### config.mk
export PLATFORM = sky130hd
export DESIGN_NAME = lru_raster_tile_cache_tags_core
export DESIGN_NICKNAME = d
export VERILOG_FILES = /design/src/design/lrtc_pkg.sv /design/src/design/lrtc_ram.sv /design/src/design/lrtc_ctrl.sv /design/src/design/lrtc_dp.sv /design/src/design/lru_raster_tile_cache_tags_core.sv
export VERILOG_INCLUDE_DIRS = /design/src /design/src/design
export SDC_FILE = /design/constraint.sdc
export NUM_CORES = 2
export LEC_CHECK = 0
export BUFFER_PORTS_ARGS = -buffer_cell sky130_fd_sc_hd__buf_2
export CAP_MARGIN = 20
export CORE_MARGIN = 10
export CORE_UTILIZATION = 39
export DETAILED_ROUTE_END_ITERATION = 6
export HOLD_SLACK_MARGIN = 0.08
export SYNTH_ARGS = -nofsm -noshare
export SYNTH_HDL_FRONTEND = slang
export SYNTH_HIERARCHICAL = 1
export SYNTH_SLANG_ARGS = --single-unit
### constraint.sdc
create_clock -name clk_i -period 18.5 [get_ports clk_i]
set_input_delay 0.925 -clock clk_i [delete_from_list [all_inputs] [get_ports clk_i]]
set_output_delay 0.925 -clock clk_i [all_outputs]
set_load 0.01 [all_outputs]
### src/design/lru_raster_tile_cache_tags_core_macros.svh
// Assertion macros for the raster tile cache tag store.
// Included by the top level; no other dependencies.
`ifndef LRU_RASTER_TILE_CACHE_TAGS_CORE_MACROS_SVH
`define LRU_RASTER_TILE_CACHE_TAGS_CORE_MACROS_SVH
`ifndef NO_ASSERTIONS
`define LRTC_ASSERT(lbl, prop, msg) \
  lbl: assert property (@(posedge clk_i) disable iff (!rst_ni) prop) else $error(msg);
`define LRTC_NEVER(lbl, cond, msg) \
  lbl: assert property (@(posedge clk_i) disable iff (!rst_ni) !(cond)) else $error(msg);
`else
`define LRTC_ASSERT(lbl, prop, msg)
`define LRTC_NEVER(lbl, cond, msg)
`endif
`endif

### src/design/lrtc_pkg.sv
// Shared types and constants for the raster tile cache tag store.
// No dependencies.
package lrtc_pkg;

  localparam int DEF_ENTRIES = 8;
  localparam int W_KEY       = 64;
  localparam int W_COORD     = 16;
  localparam int W_RECT      = 4 * W_COORD;
  localparam int W_CNT       = 32;
  localparam int W_SLOT      = 3;
  localparam int W_OP        = 2;
  localparam int W_CFG_IDX   = 2;
  localparam int W_CFG       = 15;
  localparam int W_EIU       = 4;
  localparam int W_WORD      = W_KEY + W_RECT + W_CNT;

  localparam logic [W_EIU-1:0] RST_ENTRIES    = W_EIU'(8);
  localparam logic [W_CFG-1:0] RST_MAX_WIDTH  = W_CFG'(640);
  localparam logic [W_CFG-1:0] RST_MAX_HEIGHT = W_CFG'(172);

  typedef enum logic [W_OP-1:0] {
    OP_LOOKUP = 2'd0,
    OP_STORE  = 2'd1,
    OP_INVAL  = 2'd2
  } op_e;

  typedef enum logic [W_CFG_IDX-1:0] {
    CFG_ENABLE     = 2'd0,
    CFG_ENTRIES    = 2'd1,
    CFG_MAX_WIDTH  = 2'd2,
    CFG_MAX_HEIGHT = 2'd3
  } cfg_e;

  typedef enum logic [1:0] {
    RES_FAIL,
    RES_INVAL,
    RES_HIT,
    RES_STORE
  } res_e;

  typedef struct packed {
    logic load;
    logic rd;
    logic adv;
    logic lru_upd;
    logic vict_here;
    logic wr_hit;
    logic wr_store;
    logic miss;
    logic inval;
    logic res_set;
    res_e res;
  } cmd_t;

  typedef struct packed {
    logic [W_OP-1:0] op;
    logic            enabled;
    logic            geo_ok;
    logic            match;
    logic            cur_valid;
    logic            last;
    logic            out_free;
  } sts_t;

endpackage

### src/design/lrtc_ram.sv
// Generic single-clock RAM, one write and one read port, registered read.
// No dependencies.
module lrtc_ram #(
  parameter  int Width = 8,
  parameter  int Depth = 8,
  localparam int AddrW = (Depth > 1) ? $clog2(Depth) : 1
) (
  input  logic             clk_i,
  input  logic             we_i,
  input  logic [AddrW-1:0] waddr_i,
  input  logic [Width-1:0] wdata_i,
  input  logic             re_i,
  input  logic [AddrW-1:0] raddr_i,
  output logic [Width-1:0] rdata_o
);

  logic [Width-1:0] mem_q [Depth];
  logic [Width-1:0] rdata_q;

  always_ff @(posedge clk_i) begin
    if (we_i) begin
      mem_q[waddr_i] <= wdata_i;
    end
    if (re_i) begin
      rdata_q <= mem_q[raddr_i];
    end
  end

  assign rdata_o = rdata_q;

endmodule

### src/design/lrtc_ctrl.sv
// Sequencer for the tag store: dispatch, entry scan, write back, result.
// Depends on lrtc_pkg.
module lrtc_ctrl (
  input  logic          clk_i,
  input  logic          rst_ni,
  input  logic          in_valid_i,
  output logic          in_ready_o,
  input  lrtc_pkg::sts_t sts_i,
  output lrtc_pkg::cmd_t cmd_o
);
  import lrtc_pkg::*;

  typedef enum logic [2:0] {
    S_IDLE,
    S_DISP,
    S_RD,
    S_CMP,
    S_WR,
    S_DONE
  } state_e;

  state_e state_q, state_d;
  res_e   res_q, res_d;

  assign in_ready_o = (state_q == S_IDLE);

  always_comb begin
    cmd_o   = '0;
    cmd_o.res = res_q;
    state_d = state_q;
    res_d   = res_q;
    unique case (state_q)
      S_IDLE: begin
        if (in_valid_i) begin
          cmd_o.load = 1'b1;
          state_d    = S_DISP;
        end
      end
      S_DISP: begin
        state_d = S_DONE;
        res_d   = RES_FAIL;
        if (sts_i.op == OP_INVAL) begin
          cmd_o.inval = 1'b1;
          res_d       = RES_INVAL;
        end else if (sts_i.enabled && sts_i.op == OP_LOOKUP) begin
          state_d = S_RD;
        end else if (sts_i.enabled && sts_i.op == OP_STORE && sts_i.geo_ok) begin
          state_d = S_RD;
        end
      end
      S_RD: begin
        cmd_o.rd = 1'b1;
        state_d  = S_CMP;
      end
      S_CMP: begin
        if (sts_i.op == OP_LOOKUP) begin
          if (sts_i.match) begin
            state_d = S_DONE;
            if (sts_i.geo_ok) begin
              cmd_o.wr_hit    = 1'b1;
              cmd_o.vict_here = 1'b1;
              res_d           = RES_HIT;
            end
          end else if (sts_i.last) begin
            cmd_o.miss = 1'b1;
            state_d    = S_DONE;
          end else begin
            cmd_o.adv = 1'b1;
            state_d   = S_RD;
          end
        end else begin
          if (!sts_i.cur_valid) begin
            cmd_o.vict_here = 1'b1;
            state_d         = S_WR;
          end else begin
            cmd_o.lru_upd = 1'b1;
            if (sts_i.last) begin
              state_d = S_WR;
            end else begin
              cmd_o.adv = 1'b1;
              state_d   = S_RD;
            end
          end
        end
      end
      S_WR: begin
        cmd_o.wr_store = 1'b1;
        res_d          = RES_STORE;
        state_d        = S_DONE;
      end
      S_DONE: begin
        if (sts_i.out_free) begin
          cmd_o.res_set = 1'b1;
          state_d       = S_IDLE;
        end
      end
      default: state_d = S_IDLE;
    endcase
  end

  always_ff @(posedge clk_i or negedge rst_ni) begin
    if (!rst_ni) begin
      state_q <= S_IDLE;
      res_q   <= RES_FAIL;
    end else begin
      state_q <= state_d;
      res_q   <= res_d;
    end
  end

endmodule

### src/design/lrtc_dp.sv
// Datapath: config registers, input word, tag RAM, valid bits, counters,
// geometry check, victim tracking and output register. Depends on lrtc_pkg, lrtc_ram.
module lrtc_dp #(
  parameter int MAX_ENTRIES = lrtc_pkg::DEF_ENTRIES
) (
  input  logic                              clk_i,
  input  logic                              rst_ni,
  input  logic                              cfg_we_i,
  input  logic [lrtc_pkg::W_CFG_IDX-1:0]    cfg_idx_i,
  input  logic [lrtc_pkg::W_CFG-1:0]        cfg_wdata_i,
  input  logic [lrtc_pkg::W_OP-1:0]         operation_i,
  input  logic [lrtc_pkg::W_KEY-1:0]        key_tag_i,
  input  logic signed [lrtc_pkg::W_COORD-1:0] pos_x_i,
  input  logic signed [lrtc_pkg::W_COORD-1:0] pos_y_i,
  input  logic signed [lrtc_pkg::W_COORD-1:0] rect_w_i,
  input  logic signed [lrtc_pkg::W_COORD-1:0] rect_h_i,
  input  logic signed [lrtc_pkg::W_COORD-1:0] raw_stride_i,
  input  logic                              out_ready_i,
  input  lrtc_pkg::cmd_t                    cmd_i,
  output lrtc_pkg::sts_t                    sts_o,
  output logic                              out_valid_o,
  output logic                              success_o,
  output logic [lrtc_pkg::W_SLOT-1:0]       slot_o,
  output logic signed [lrtc_pkg::W_COORD-1:0] phys_x_o,
  output logic signed [lrtc_pkg::W_COORD-1:0] phys_y_o,
  output logic signed [lrtc_pkg::W_COORD-1:0] phys_w_o,
  output logic signed [lrtc_pkg::W_COORD-1:0] phys_h_o,
  output logic [lrtc_pkg::W_CNT-1:0]        hit_total_o,
  output logic [lrtc_pkg::W_CNT-1:0]        miss_total_o,
  output logic [lrtc_pkg::W_CNT-1:0]        store_total_o
);
  import lrtc_pkg::*;

  localparam int AW = (MAX_ENTRIES > 1) ? $clog2(MAX_ENTRIES) : 1;
  localparam int CW = $clog2(MAX_ENTRIES + 1);
  localparam int NW = (CW > W_EIU) ? CW : W_EIU;

  // config
  logic             enable_q;
  logic [W_EIU-1:0] entries_q;
  logic [W_CFG-1:0] max_w_q, max_h_q;

  // captured word
  logic [W_OP-1:0]    op_q;
  logic [W_KEY-1:0]   key_q;
  logic [W_COORD-1:0] x_q, y_q, w_q, h_q, px_q;
  logic               geo_ok_q;

  // control state
  logic [MAX_ENTRIES-1:0] valid_q;
  logic [NW-1:0]          idx_q;
  logic [W_CNT-1:0]       use_q, hit_q, miss_q, store_q;
  logic                   out_valid_q;

  // scan payload
  logic [AW-1:0]    vict_q;
  logic [W_CNT-1:0] best_q;

  // output payload
  logic               out_succ_q;
  logic [W_SLOT-1:0]  out_slot_q;
  logic [W_COORD-1:0] out_px_q, out_py_q, out_pw_q, out_ph_q;
  logic [W_CNT-1:0]   out_hit_q, out_miss_q, out_store_q;

  logic [NW-1:0]      n_act, eiu_ext, max_n;
  logic [AW-1:0]      idx_a;
  logic [W_COORD-1:0] px_d;
  logic [W_COORD:0]   reach, stride_ext;
  logic               geo_ok_d;
  logic [W_WORD-1:0]  rdata, wdata;
  logic [W_KEY-1:0]   rd_tag;
  logic [W_RECT-1:0]  rd_rect, rect_q;
  logic [W_CNT-1:0]   rd_stamp, use_inc;
  logic [AW+W_SLOT-1:0] vict_ext;
  logic               res_ok;

  assign eiu_ext = NW'(entries_q);
  assign max_n   = NW'(MAX_ENTRIES);
  assign n_act   = (eiu_ext > max_n) ? max_n : eiu_ext;
  assign idx_a   = idx_q[AW-1:0];
  assign rect_q  = {h_q, w_q, y_q, x_q};
  assign use_inc = use_q + W_CNT'(1);

  // rotated geometry: phys_x = stride - y - h (16-bit wrap)
  assign px_d       = W_COORD'(raw_stride_i - pos_y_i - rect_h_i);
  assign reach      = {1'b0, px_d} + {1'b0, rect_h_i};
  assign stride_ext = {1'b0, raw_stride_i};
  assign geo_ok_d   = !rect_w_i[W_COORD-1] && (rect_w_i != '0)
                   && !rect_h_i[W_COORD-1] && (rect_h_i != '0)
                   && (rect_w_i[W_COORD-2:0] <= max_w_q)
                   && (rect_h_i[W_COORD-2:0] <= max_h_q)
                   && !raw_stride_i[W_COORD-1] && (raw_stride_i != '0)
                   && !px_d[W_COORD-1] && !pos_x_i[W_COORD-1]
                   && (reach <= stride_ext);

  assign wdata = {key_q, rect_q, use_inc};

  lrtc_ram #(
    .Width(W_WORD),
    .Depth(MAX_ENTRIES)
  ) u_ram (
    .clk_i  (clk_i),
    .we_i   (cmd_i.wr_hit | cmd_i.wr_store),
    .waddr_i(cmd_i.wr_hit ? idx_a : vict_q),
    .wdata_i(wdata),
    .re_i   (cmd_i.rd),
    .raddr_i(idx_a),
    .rdata_o(rdata)
  );

  assign rd_tag   = rdata[W_WORD-1 -: W_KEY];
  assign rd_rect  = rdata[W_CNT +: W_RECT];
  assign rd_stamp = rdata[W_CNT-1:0];

  assign sts_o.op        = op_q;
  assign sts_o.enabled   = enable_q && (n_act != '0);
  assign sts_o.geo_ok    = geo_ok_q;
  assign sts_o.cur_valid = valid_q[idx_a];
  assign sts_o.match     = valid_q[idx_a] && (rd_tag == key_q) && (rd_rect == rect_q);
  assign sts_o.last      = (idx_q == n_act - NW'(1));
  assign sts_o.out_free  = !out_valid_q || out_ready_i;

  assign vict_ext = (AW + W_SLOT)'(vict_q);
  assign res_ok   = (cmd_i.res == RES_HIT) || (cmd_i.res == RES_STORE);

  always_ff @(posedge clk_i or negedge rst_ni) begin
    if (!rst_ni) begin
      enable_q    <= 1'b0;
      entries_q   <= RST_ENTRIES;
      max_w_q     <= RST_MAX_WIDTH;
      max_h_q     <= RST_MAX_HEIGHT;
      valid_q     <= '0;
      idx_q       <= '0;
      use_q       <= '0;
      hit_q       <= '0;
      miss_q      <= '0;
      store_q     <= '0;
      out_valid_q <= 1'b0;
    end else begin
      if (cfg_we_i) begin
        unique case (cfg_e'(cfg_idx_i))
          CFG_ENABLE:     enable_q  <= cfg_wdata_i[0];
          CFG_ENTRIES:    entries_q <= cfg_wdata_i[W_EIU-1:0];
          CFG_MAX_WIDTH:  max_w_q   <= cfg_wdata_i;
          CFG_MAX_HEIGHT: max_h_q   <= cfg_wdata_i;
        endcase
      end
      if (cmd_i.load) begin
        idx_q <= '0;
      end else if (cmd_i.adv) begin
        idx_q <= idx_q + NW'(1);
      end
      if (cmd_i.inval) begin
        valid_q <= '0;
        use_q   <= '0;
      end else if (cmd_i.wr_hit || cmd_i.wr_store) begin
        use_q <= use_inc;
      end
      if (cmd_i.wr_store) begin
        valid_q[vict_q] <= 1'b1;
        store_q         <= store_q + W_CNT'(1);
      end
      if (cmd_i.wr_hit) begin
        hit_q <= hit_q + W_CNT'(1);
      end
      if (cmd_i.miss) begin
        miss_q <= miss_q + W_CNT'(1);
      end
      if (cmd_i.res_set) begin
        out_valid_q <= 1'b1;
      end else if (out_ready_i) begin
        out_valid_q <= 1'b0;
      end
    end
  end

  always_ff @(posedge clk_i) begin
    if (cmd_i.load) begin
      op_q     <= operation_i;
      key_q    <= key_tag_i;
      x_q      <= pos_x_i;
      y_q      <= pos_y_i;
      w_q      <= rect_w_i;
      h_q      <= rect_h_i;
      px_q     <= px_d;
      geo_ok_q <= geo_ok_d;
    end
    if (cmd_i.vict_here) begin
      vict_q <= idx_a;
    end else if (cmd_i.lru_upd && ((idx_q == '0) || (rd_stamp < best_q))) begin
      vict_q <= idx_a;
      best_q <= rd_stamp;
    end
    if (cmd_i.res_set) begin
      out_succ_q  <= res_ok || (cmd_i.res == RES_INVAL);
      out_slot_q  <= res_ok ? vict_ext[W_SLOT-1:0] : '0;
      out_px_q    <= res_ok ? px_q : '0;
      out_py_q    <= res_ok ? x_q : '0;
      out_pw_q    <= res_ok ? h_q : '0;
      out_ph_q    <= res_ok ? w_q : '0;
      out_hit_q   <= hit_q;
      out_miss_q  <= miss_q;
      out_store_q <= store_q;
    end
  end

  assign out_valid_o   = out_valid_q;
  assign success_o     = out_succ_q;
  assign slot_o        = out_slot_q;
  assign phys_x_o      = out_px_q;
  assign phys_y_o      = out_py_q;
  assign phys_w_o      = out_pw_q;
  assign phys_h_o      = out_ph_q;
  assign hit_total_o   = out_hit_q;
  assign miss_total_o  = out_miss_q;
  assign store_total_o = out_store_q;

endmodule

### src/design/lru_raster_tile_cache_tags_core.sv
// Top level of the fully associative LRU tag store for cached text rasters.
// Depends on lrtc_pkg, lrtc_ctrl, lrtc_dp and the assertion macro header.
//
//   channel  dir  handshake              contents
//   cfg      in   cfg_we_i               register index and data, no stall
//   in       in   in_valid_i/in_ready_o  operation, key, rectangle, stride
//   out      out  out_valid_o/out_ready_i status, slot, geometry, counters
//
// One word at a time. Invalidate and words rejected at dispatch go straight from
// dispatch to the result; a lookup or a store first scans entries (at most the
// active slot count), one RAM read and one compare per entry, and a store then
// writes back. A new word is taken the cycle after the result loads, even while
// it waits on out_ready_i. Reset clears valid bits and counters.
module lru_raster_tile_cache_tags_core #(
  parameter int MAX_ENTRIES = lrtc_pkg::DEF_ENTRIES
) (
  input  logic                                clk_i,
  input  logic                                rst_ni,
  input  logic                                cfg_we_i,
  input  logic [lrtc_pkg::W_CFG_IDX-1:0]      cfg_idx_i,
  input  logic [lrtc_pkg::W_CFG-1:0]          cfg_wdata_i,
  input  logic                                in_valid_i,
  output logic                                in_ready_o,
  input  logic [lrtc_pkg::W_OP-1:0]           operation_i,
  input  logic [lrtc_pkg::W_KEY-1:0]          key_tag_i,
  input  logic signed [lrtc_pkg::W_COORD-1:0] pos_x_i,
  input  logic signed [lrtc_pkg::W_COORD-1:0] pos_y_i,
  input  logic signed [lrtc_pkg::W_COORD-1:0] rect_w_i,
  input  logic signed [lrtc_pkg::W_COORD-1:0] rect_h_i,
  input  logic signed [lrtc_pkg::W_COORD-1:0] raw_stride_i,
  output logic                                out_valid_o,
  input  logic                                out_ready_i,
  output logic                                success_o,
  output logic [lrtc_pkg::W_SLOT-1:0]         slot_o,
  output logic signed [lrtc_pkg::W_COORD-1:0] phys_x_o,
  output logic signed [lrtc_pkg::W_COORD-1:0] phys_y_o,
  output logic signed [lrtc_pkg::W_COORD-1:0] phys_w_o,
  output logic signed [lrtc_pkg::W_COORD-1:0] phys_h_o,
  output logic [lrtc_pkg::W_CNT-1:0]          hit_total_o,
  output logic [lrtc_pkg::W_CNT-1:0]          miss_total_o,
  output logic [lrtc_pkg::W_CNT-1:0]          store_total_o
);
  import lrtc_pkg::*;

`include "lru_raster_tile_cache_tags_core_macros.svh"

  cmd_t cmd;
  sts_t sts;

  lrtc_ctrl u_ctrl (
    .clk_i     (clk_i),
    .rst_ni    (rst_ni),
    .in_valid_i(in_valid_i),
    .in_ready_o(in_ready_o),
    .sts_i     (sts),
    .cmd_o     (cmd)
  );

  lrtc_dp #(
    .MAX_ENTRIES(MAX_ENTRIES)
  ) u_dp (
    .clk_i        (clk_i),
    .rst_ni       (rst_ni),
    .cfg_we_i     (cfg_we_i),
    .cfg_idx_i    (cfg_idx_i),
    .cfg_wdata_i  (cfg_wdata_i),
    .operation_i  (operation_i),
    .key_tag_i    (key_tag_i),
    .pos_x_i      (pos_x_i),
    .pos_y_i      (pos_y_i),
    .rect_w_i     (rect_w_i),
    .rect_h_i     (rect_h_i),
    .raw_stride_i (raw_stride_i),
    .out_ready_i  (out_ready_i),
    .cmd_i        (cmd),
    .sts_o        (sts),
    .out_valid_o  (out_valid_o),
    .success_o    (success_o),
    .slot_o       (slot_o),
    .phys_x_o     (phys_x_o),
    .phys_y_o     (phys_y_o),
    .phys_w_o     (phys_w_o),
    .phys_h_o     (phys_h_o),
    .hit_total_o  (hit_total_o),
    .miss_total_o (miss_total_o),
    .store_total_o(store_total_o)
  );

  `LRTC_ASSERT(a_busy_after_accept, in_valid_i && in_ready_o |=> !in_ready_o, "accepted twice")
  `LRTC_NEVER(a_one_update, !$onehot0({cmd.wr_hit, cmd.wr_store, cmd.inval, cmd.miss}), "update clash")
  `LRTC_ASSERT(a_fail_zero, out_valid_o && !success_o |-> slot_o == '0 && phys_x_o == '0 && phys_h_o == '0, "failed result not zero")
  `LRTC_NEVER(a_load_idle, cmd.res_set && !sts.out_free, "result overwritten")

endmodule

# [Yosys cells after proc, flatten, opt, wreduce, memory -nomap -nowiden]
# Memories as Yosys holds them, arrays and structs flattened. A register that Yosys moved wholly into a read port is not among the register bits.
# Index checks and enable logic that the tools add are counted.
[word_totals] wordCells=180 inputBits=168 n_memories=1 ramBits=1280 regBits=527
[mem_list] memory="u_dp.u_ram.mem_q" words=8 word_bits=160 read_ports=1 rd_clocked_by_memory_dff=1 write_ports=1 line_no="lrtc_ram.sv:17" source="logic [Width-1:0] mem_q [Depth];"
[op_classes] bitwise=3 n_eq_ne=21 mux=57 addsub=9 reduce_logical=49 order_cmp=8
[op_table] operator="adder 32 x 1 -> 32 bit, second input constant" n=4
[op_table] operator="equality test 64 bit" n=2
[op_table] operator="2-to-1 mux 32 bit" n=2
[op_table] operator="nonzero test 16 bit" n=3
[op_table] operator="2-to-1 mux 3 bit" n=13
[op_table] operator="< comparator 32 bit" n=1
[op_table] operator="subtractor 16 bit" n=2
[op_table] operator="less-or-equal comparator 15 bit" n=2
[op_table] operator="2-to-1 mux 1 bit" n=26
[op_table] operator="logical AND 1 bit" n=18
[op_table] operator="one-hot mux 3 bit (6 select lines)" n=1
[op_table] operator="adder 16 x 16 -> 17 bit" n=1
[op_table] operator="less-or-equal comparator 17 x 16 -> 1 bit" n=1
[op_table] operator="2-to-1 mux 4 bit" n=4
[op_table] operator="2-to-1 mux 8 bit" n=2
[op_table] operator="2-to-1 mux 2 bit" n=6
[op_table] operator="AND reduction 2 bit" n=6
[op_table] operator="equality test 2 bit, second input constant" n=5
[op_table] operator="< comparator 3 x 4 -> 1 bit, second input constant" n=2
[op_table] operator="OR 8 bit" n=1
[op_table] operator="nonzero test 2 bit" n=4
[op_table] operator="equality test 2 x 1 -> 1 bit, second input constant" n=3
[op_table] operator="equality test 3 x 2 -> 1 bit, second input constant" n=2
[op_table] operator="equality test 3 bit, second input constant" n=2
[op_table] operator="21 further kinds" n=34

# [Logic depth before layout (Yosys ltp)]
[logic_depth] ltp_word=11 ltp_mapped=23

# [Hierarchy]
# Netlist, hierarchy kept.
[modules_own_cells] module="lrtc_ram" n_inst=1 area_per_inst_um2=53929.2 cells_each=2023
[modules_own_cells] module="lrtc_dp" n_inst=1 area_per_inst_um2=24522.3 cells_each=1890
[modules_own_cells] module="lrtc_ctrl" n_inst=1 area_per_inst_um2=427.9 cells_each=54

# [Least setup slack after synthesis]
# OpenSTA, ideal clock, no wires.
[synth_path] path_type="reg2reg" from="reg u_dp.key_q[5]" to="mem u_dp/u_ram/mem_q[0][0] (netlist bit) (enable)" setup_slack_ns=3.763 path_stages_with_launch=15 t_required_ns=17.624 arrival_time_ns=13.861 setup_ns=0.876 synth_period_minus_slack_ns=14.737 cell_sequence="edfxtp_1 xor2_1 a221oi_1 nor3b_1 nand4_1 or4_1 nor4_1 nand3_1 nor2_1 buf_2 nor2_1 inv_1 clkbuf_1 nand2b_1 nor3_1"
[synth_lines] item="start, declared" line_no="lrtc_dp.sv:45" source="logic [W_KEY-1:0] key_q;"
[synth_lines] item="start signal, assigned" line_no="lrtc_dp.sv:180" source="key_q <= key_tag_i;"
[synth_lines] item="end, declared" line_no="lrtc_ram.sv:17"

==> out/results.md <==
### Outcome
• completed — run status

### Final layout
• 13.9% — area added between synthesis and finish
• 17140 — Fill cells
• 89800 um^2 — Final Instance Area
• 4739 — Final #Nets
• 0.214 — proportion of layout cells with a drive suffix above 1
• 0.445 — Final Util
• 19300 um^2 — combined area of the multi-input logic cells
• 7287 — number of standard cells in the layout, taps in and fillers out
• 58200 um^2 — sequential cell area

### Worst hold path
• key_tag_i[20] — Worst Min Path Start
• 1 — Hold Crit Depth
• in -> reg — hold crit path type

### Timing
• 0.299 — headroom to the max-slew limit
• 0 — Final Slew Violations
• 7.89 ns — shortest clock period the worst path allows after layout
• 0.0407 ns — clock skew after layout
• 0 — final setup violation count
• 0 — final hold vios
• 127 MHz — fmax
• 0 ns — aggregate negative setup slack
• false — unrepaired setup endpoints after global routing
• 0.266 ns — WHS
• 1.05 ns — transition time at the pin with the least slew margin
• 0.426 — period utilisation layout

### Global route
• 280 mm — global-route wire length before repair
• 123 — pin count of the biggest net entering global routing
• 0.171 — Total GRT Usage
• 39901 — vias in the first global route
• 37 — initial antenna violation count
• 0 — remaining global-route overflow

### CTS
• 0.83 ns — worst skew pair latency
• yes — CTS tree
• 197 — total CTS buffers
• 0.06 ns — register clock-pin slew on the reported worst setup and hold paths
• 4 — depth of the CTS H-tree
• sky130_fd_sc_hd__clkbuf_16 — root buffer cell
• 1967 — number of sinks on the clock net
• 0 — count of instances resized after the clock tree is built
• 3 — Max Root-Sink Buffers

### Setup path
• 18.93 ns — required time worst endpoint
• reg -> reg — Worst Setup Path Type
• u_dp/idx_q[0] — RR Startpoint
• flop — endpoint type of the worst setup path
• 8.31 ns — Worst EP arrival
• u_dp/idx_q[0] — startpoint of the worst setup timing path
• 52 — CP Max Fanout
• flop — crit path launch type
• 17 — logic depth of the worst register-to-register path

### Die
• 334 — Boundary Pins
• 202000 um^2 — area of the core
• 165 — number of placement rows
• 470 um — Die W
• 0.391 — starting utilization of the core area
• 470 um — DIE HEIGHT
• 221000 um^2 — Die ar.

### Synthesis
• 1967 — flip-flop and latch count after synthesis
• 19.9 um^2 — post-synthesis area per instance
• 0.680 — area share of the largest cell type after synthesis
• sky130_fd_sc_hd__edfxtp_1 (68%), sky130_fd_sc_hd__mux4_1 (7.9%), sky130_fd_sc_hd__dfrtp_1 (5.5%) — top cells by area in the synthesized netlist
• 1786 — number of synthesized flops with an enable pin
• 4272 — Post-Synthesis Net Count
• sky130_fd_sc_hd__edfxtp_1 (1786), sky130_fd_sc_hd__mux4_1 (236), sky130_fd_sc_hd__mux2_2 (201) — leading post-synthesis cells by instance count
• sky130_fd_sc_hd__edfxtp_1 — most common cell in the netlist
• 6 — number of warnings reported in the yosys synthesis log
• sky130_fd_sc_hd__edfxtp_1 — largest area contributor in the netlist
• sky130_fd_sc_hd__edfxtp_1 — Post-synth top flop
• 0.737 — sequential-to-total area share from yosys stat
• 0.0920 — async set-reset flop share out of synthesis
• 79 — post-synthesis cell type count
• 78900 um^2 — combined area of all synthesized cells
• 3967 — number of standard cells after synthesis

### Place
• 83600 um^2 — placed cell area
• 333 — count of port buffers added during placement
• 0.836 — final estimated routing congestion in global placement
• 6905 — number of placed instances with taps included
• 116 mm — sum of net half-perimeters after detailed placement

### Drt
• 0 — Final ANT Viol Nets
• 5.30 — Via-to-Cell Ratio
• 26.5 um — wire length per cell after detailed routing
• 5 — total iterations of the first detailed-routing run
• 38657 — Vias
• 193 mm — wire length reported by the detailed router
• 0 — DRC
• 3295 — Detailed Route Iter0 Violations

### Run
• 0 — number of max-cap violations

### Power and ir drop
• 30.2 nW — leakage dissipation
• 0.0000883 V — highest ir drop seen on vdd
• 125 nW/um^2 — power density relative to cell area

==> cell families after synthesis <==
logic type,after synthesis,share of synthesized area
XOR/XNOR,306,0.0340
AO/OA/AOI/OAI,185,0.0149
flip-flops,1967,0.737
buffers and inverters,269,0.0183
multiplexers,524,0.132
AND/OR/NAND/NOR,579,0.0401
adder cells (fa/ha/maj),137,0.0233
==> cell type report <==
| cell class | count | share of cell area |
|---|---|---|
| Sequential cell | 1967 | 0.648 |
| Multi-Input combinational cell | 1731 | 0.215 |
| Clock buffer | 259 | 0.0586 |
| Tap cell | 2672 | 0.0372 |
| Timing Repair Buffer | 389 | 0.0242 |
| Clock inverter | 107 | 0.0104 |
| Inverter | 148 | 0.00618 |
| Antenna cell | 14 | 0.000390 |
==> path summary, 6_finish.rpt <==
check,end,slack (ns)
setup / recovery,u_dp/u_ram/mem_q[5][28],10.61
hold / removal,u_dp/key_q[20],0.27
setup reg to reg,u_dp/u_ram/mem_q[5][28],10.61
hold reg to reg,u_dp/best_q[0],0.45
max in group asynchronous,u_dp/max_h_q[10],15.71
min in group asynchronous,u_dp/hit_q[16],0.69
==> flip-flops by register name, summed over array words and instances, names as in the netlist, 32 cells and up <==
register and count:
u_dp/hit_q 32, u_dp/best_q 32, u_dp/u_ram/rdata_o 160, u_dp/use_q 32, u_dp/u_ram/mem_q 1280, u_dp/key_q 64, u_dp/hit_total_o 32, u_dp/miss_q 32
u_dp/miss_total_o 32, u_dp/store_q 32, u_dp/store_total_o 32
==> power breakdown <==
| part | internal (mW) | switching (mW) | total, mW |
|---|---|---|---|
| clock network | 2.15 | 1.68 | 3.83 |
| logic | 0.623 | 1.03 | 1.66 |
| registers | 5.48 | 0.280 | 5.76 |
==> stage by stage <==
step | worst slack (ns) | power (mW)
floorplan | 3.76 | 6.89
detailed placement | 9.91 | 7.53
finish | 10.61 | 11.3
global route | 10.03 | 11.7
global placement | 9.32 | 7.50
CTS | 9.83 | 11.4
==> critical path, cell delays in order, from the launching register on <==
cell and delay, ns:
sky130_fd_sc_hd__dfrtp_4 0.99, sky130_fd_sc_hd__inv_1 0.24, sky130_fd_sc_hd__mux4_2 0.47, sky130_fd_sc_hd__o21ai_0 0.23
sky130_fd_sc_hd__buf_2 0.28, sky130_fd_sc_hd__nand3_1 0.12, sky130_fd_sc_hd__nor4_2 0.37, sky130_fd_sc_hd__buf_4 0.25
sky130_fd_sc_hd__nand3_1 0.14, sky130_fd_sc_hd__nor2_1 0.12, sky130_fd_sc_hd__buf_4 0.20, sky130_fd_sc_hd__nor2_1 0.07
sky130_fd_sc_hd__inv_1 0.36, sky130_fd_sc_hd__nand2_1 0.32, sky130_fd_sc_hd__nor2_4 0.63, sky130_fd_sc_hd__buf_4 0.82
sky130_fd_sc_hd__buf_4 0.86, sky130_fd_sc_hd__buf_4 0.89
==> per-layer routing <==
| metal | global-route usage | vias to the layer above | wire length (um) |
|---|---|---|---|
| met5 | 0 | - | 109 |
| met4 | 0.0518 | 14 | 4830 |
| met3 | 0.0452 | 270 | 14500 |
| met2 | 0.255 | 1281 | 86600 |
| met1 | 0.246 | 20239 | 86800 |
| li1 | - | 16853 | - |
==> timing repair <==
item,CTS,global route
buffers inserted,0,0
hold endpoints to repair,16,0
hold buffers,1,0
==> placed cells by master (no fill, tap or decap), types with 9 or more instances in the layout <==
| cell type | instances |
|---|---|
| sky130_fd_sc_hd__mux4_1 | 236 |
| sky130_fd_sc_hd__diode_2 | 14 |
| sky130_fd_sc_hd__and2_1 | 70 |
| sky130_fd_sc_hd__inv_1 | 148 |
| sky130_fd_sc_hd__ha_1 | 121 |
| sky130_fd_sc_hd__and4_1 | 12 |
| sky130_fd_sc_hd__clkbuf_16 | 200 |
| sky130_fd_sc_hd__nand2_1 | 100 |
| sky130_fd_sc_hd__xor2_1 | 132 |
| sky130_fd_sc_hd__nor3_1 | 29 |
| sky130_fd_sc_hd__o21a_1 | 10 |
| sky130_fd_sc_hd__bufinv_16 | 10 |
| sky130_fd_sc_hd__a21o_1 | 19 |
| sky130_fd_sc_hd__nand3_1 | 66 |
| sky130_fd_sc_hd__edfxtp_1 | 1786 |
| sky130_fd_sc_hd__o211ai_1 | 10 |
| sky130_fd_sc_hd__nor2_1 | 102 |
| sky130_fd_sc_hd__clkinv_1 | 51 |
| sky130_fd_sc_hd__o22ai_1 | 12 |
| sky130_fd_sc_hd__xnor2_1 | 174 |
| sky130_fd_sc_hd__or3_1 | 9 |
| sky130_fd_sc_hd__nor4_1 | 37 |
| sky130_fd_sc_hd__a21oi_1 | 56 |
| sky130_fd_sc_hd__buf_4 | 45 |
| sky130_fd_sc_hd__and3_1 | 27 |
| sky130_fd_sc_hd__nand2b_1 | 16 |
| sky130_fd_sc_hd__nand4_1 | 53 |
| sky130_fd_sc_hd__dfrtp_1 | 170 |
| sky130_fd_sc_hd__buf_2 | 335 |
| sky130_fd_sc_hd__clkbuf_1 | 55 |
| sky130_fd_sc_hd__clkinv_2 | 23 |
| sky130_fd_sc_hd__mux4_2 | 86 |
| sky130_fd_sc_hd__fa_1 | 16 |
| sky130_fd_sc_hd__mux2_2 | 201 |
| sky130_fd_sc_hd__o21ai_0 | 35 |
Power figures use the tool's default switching activity.
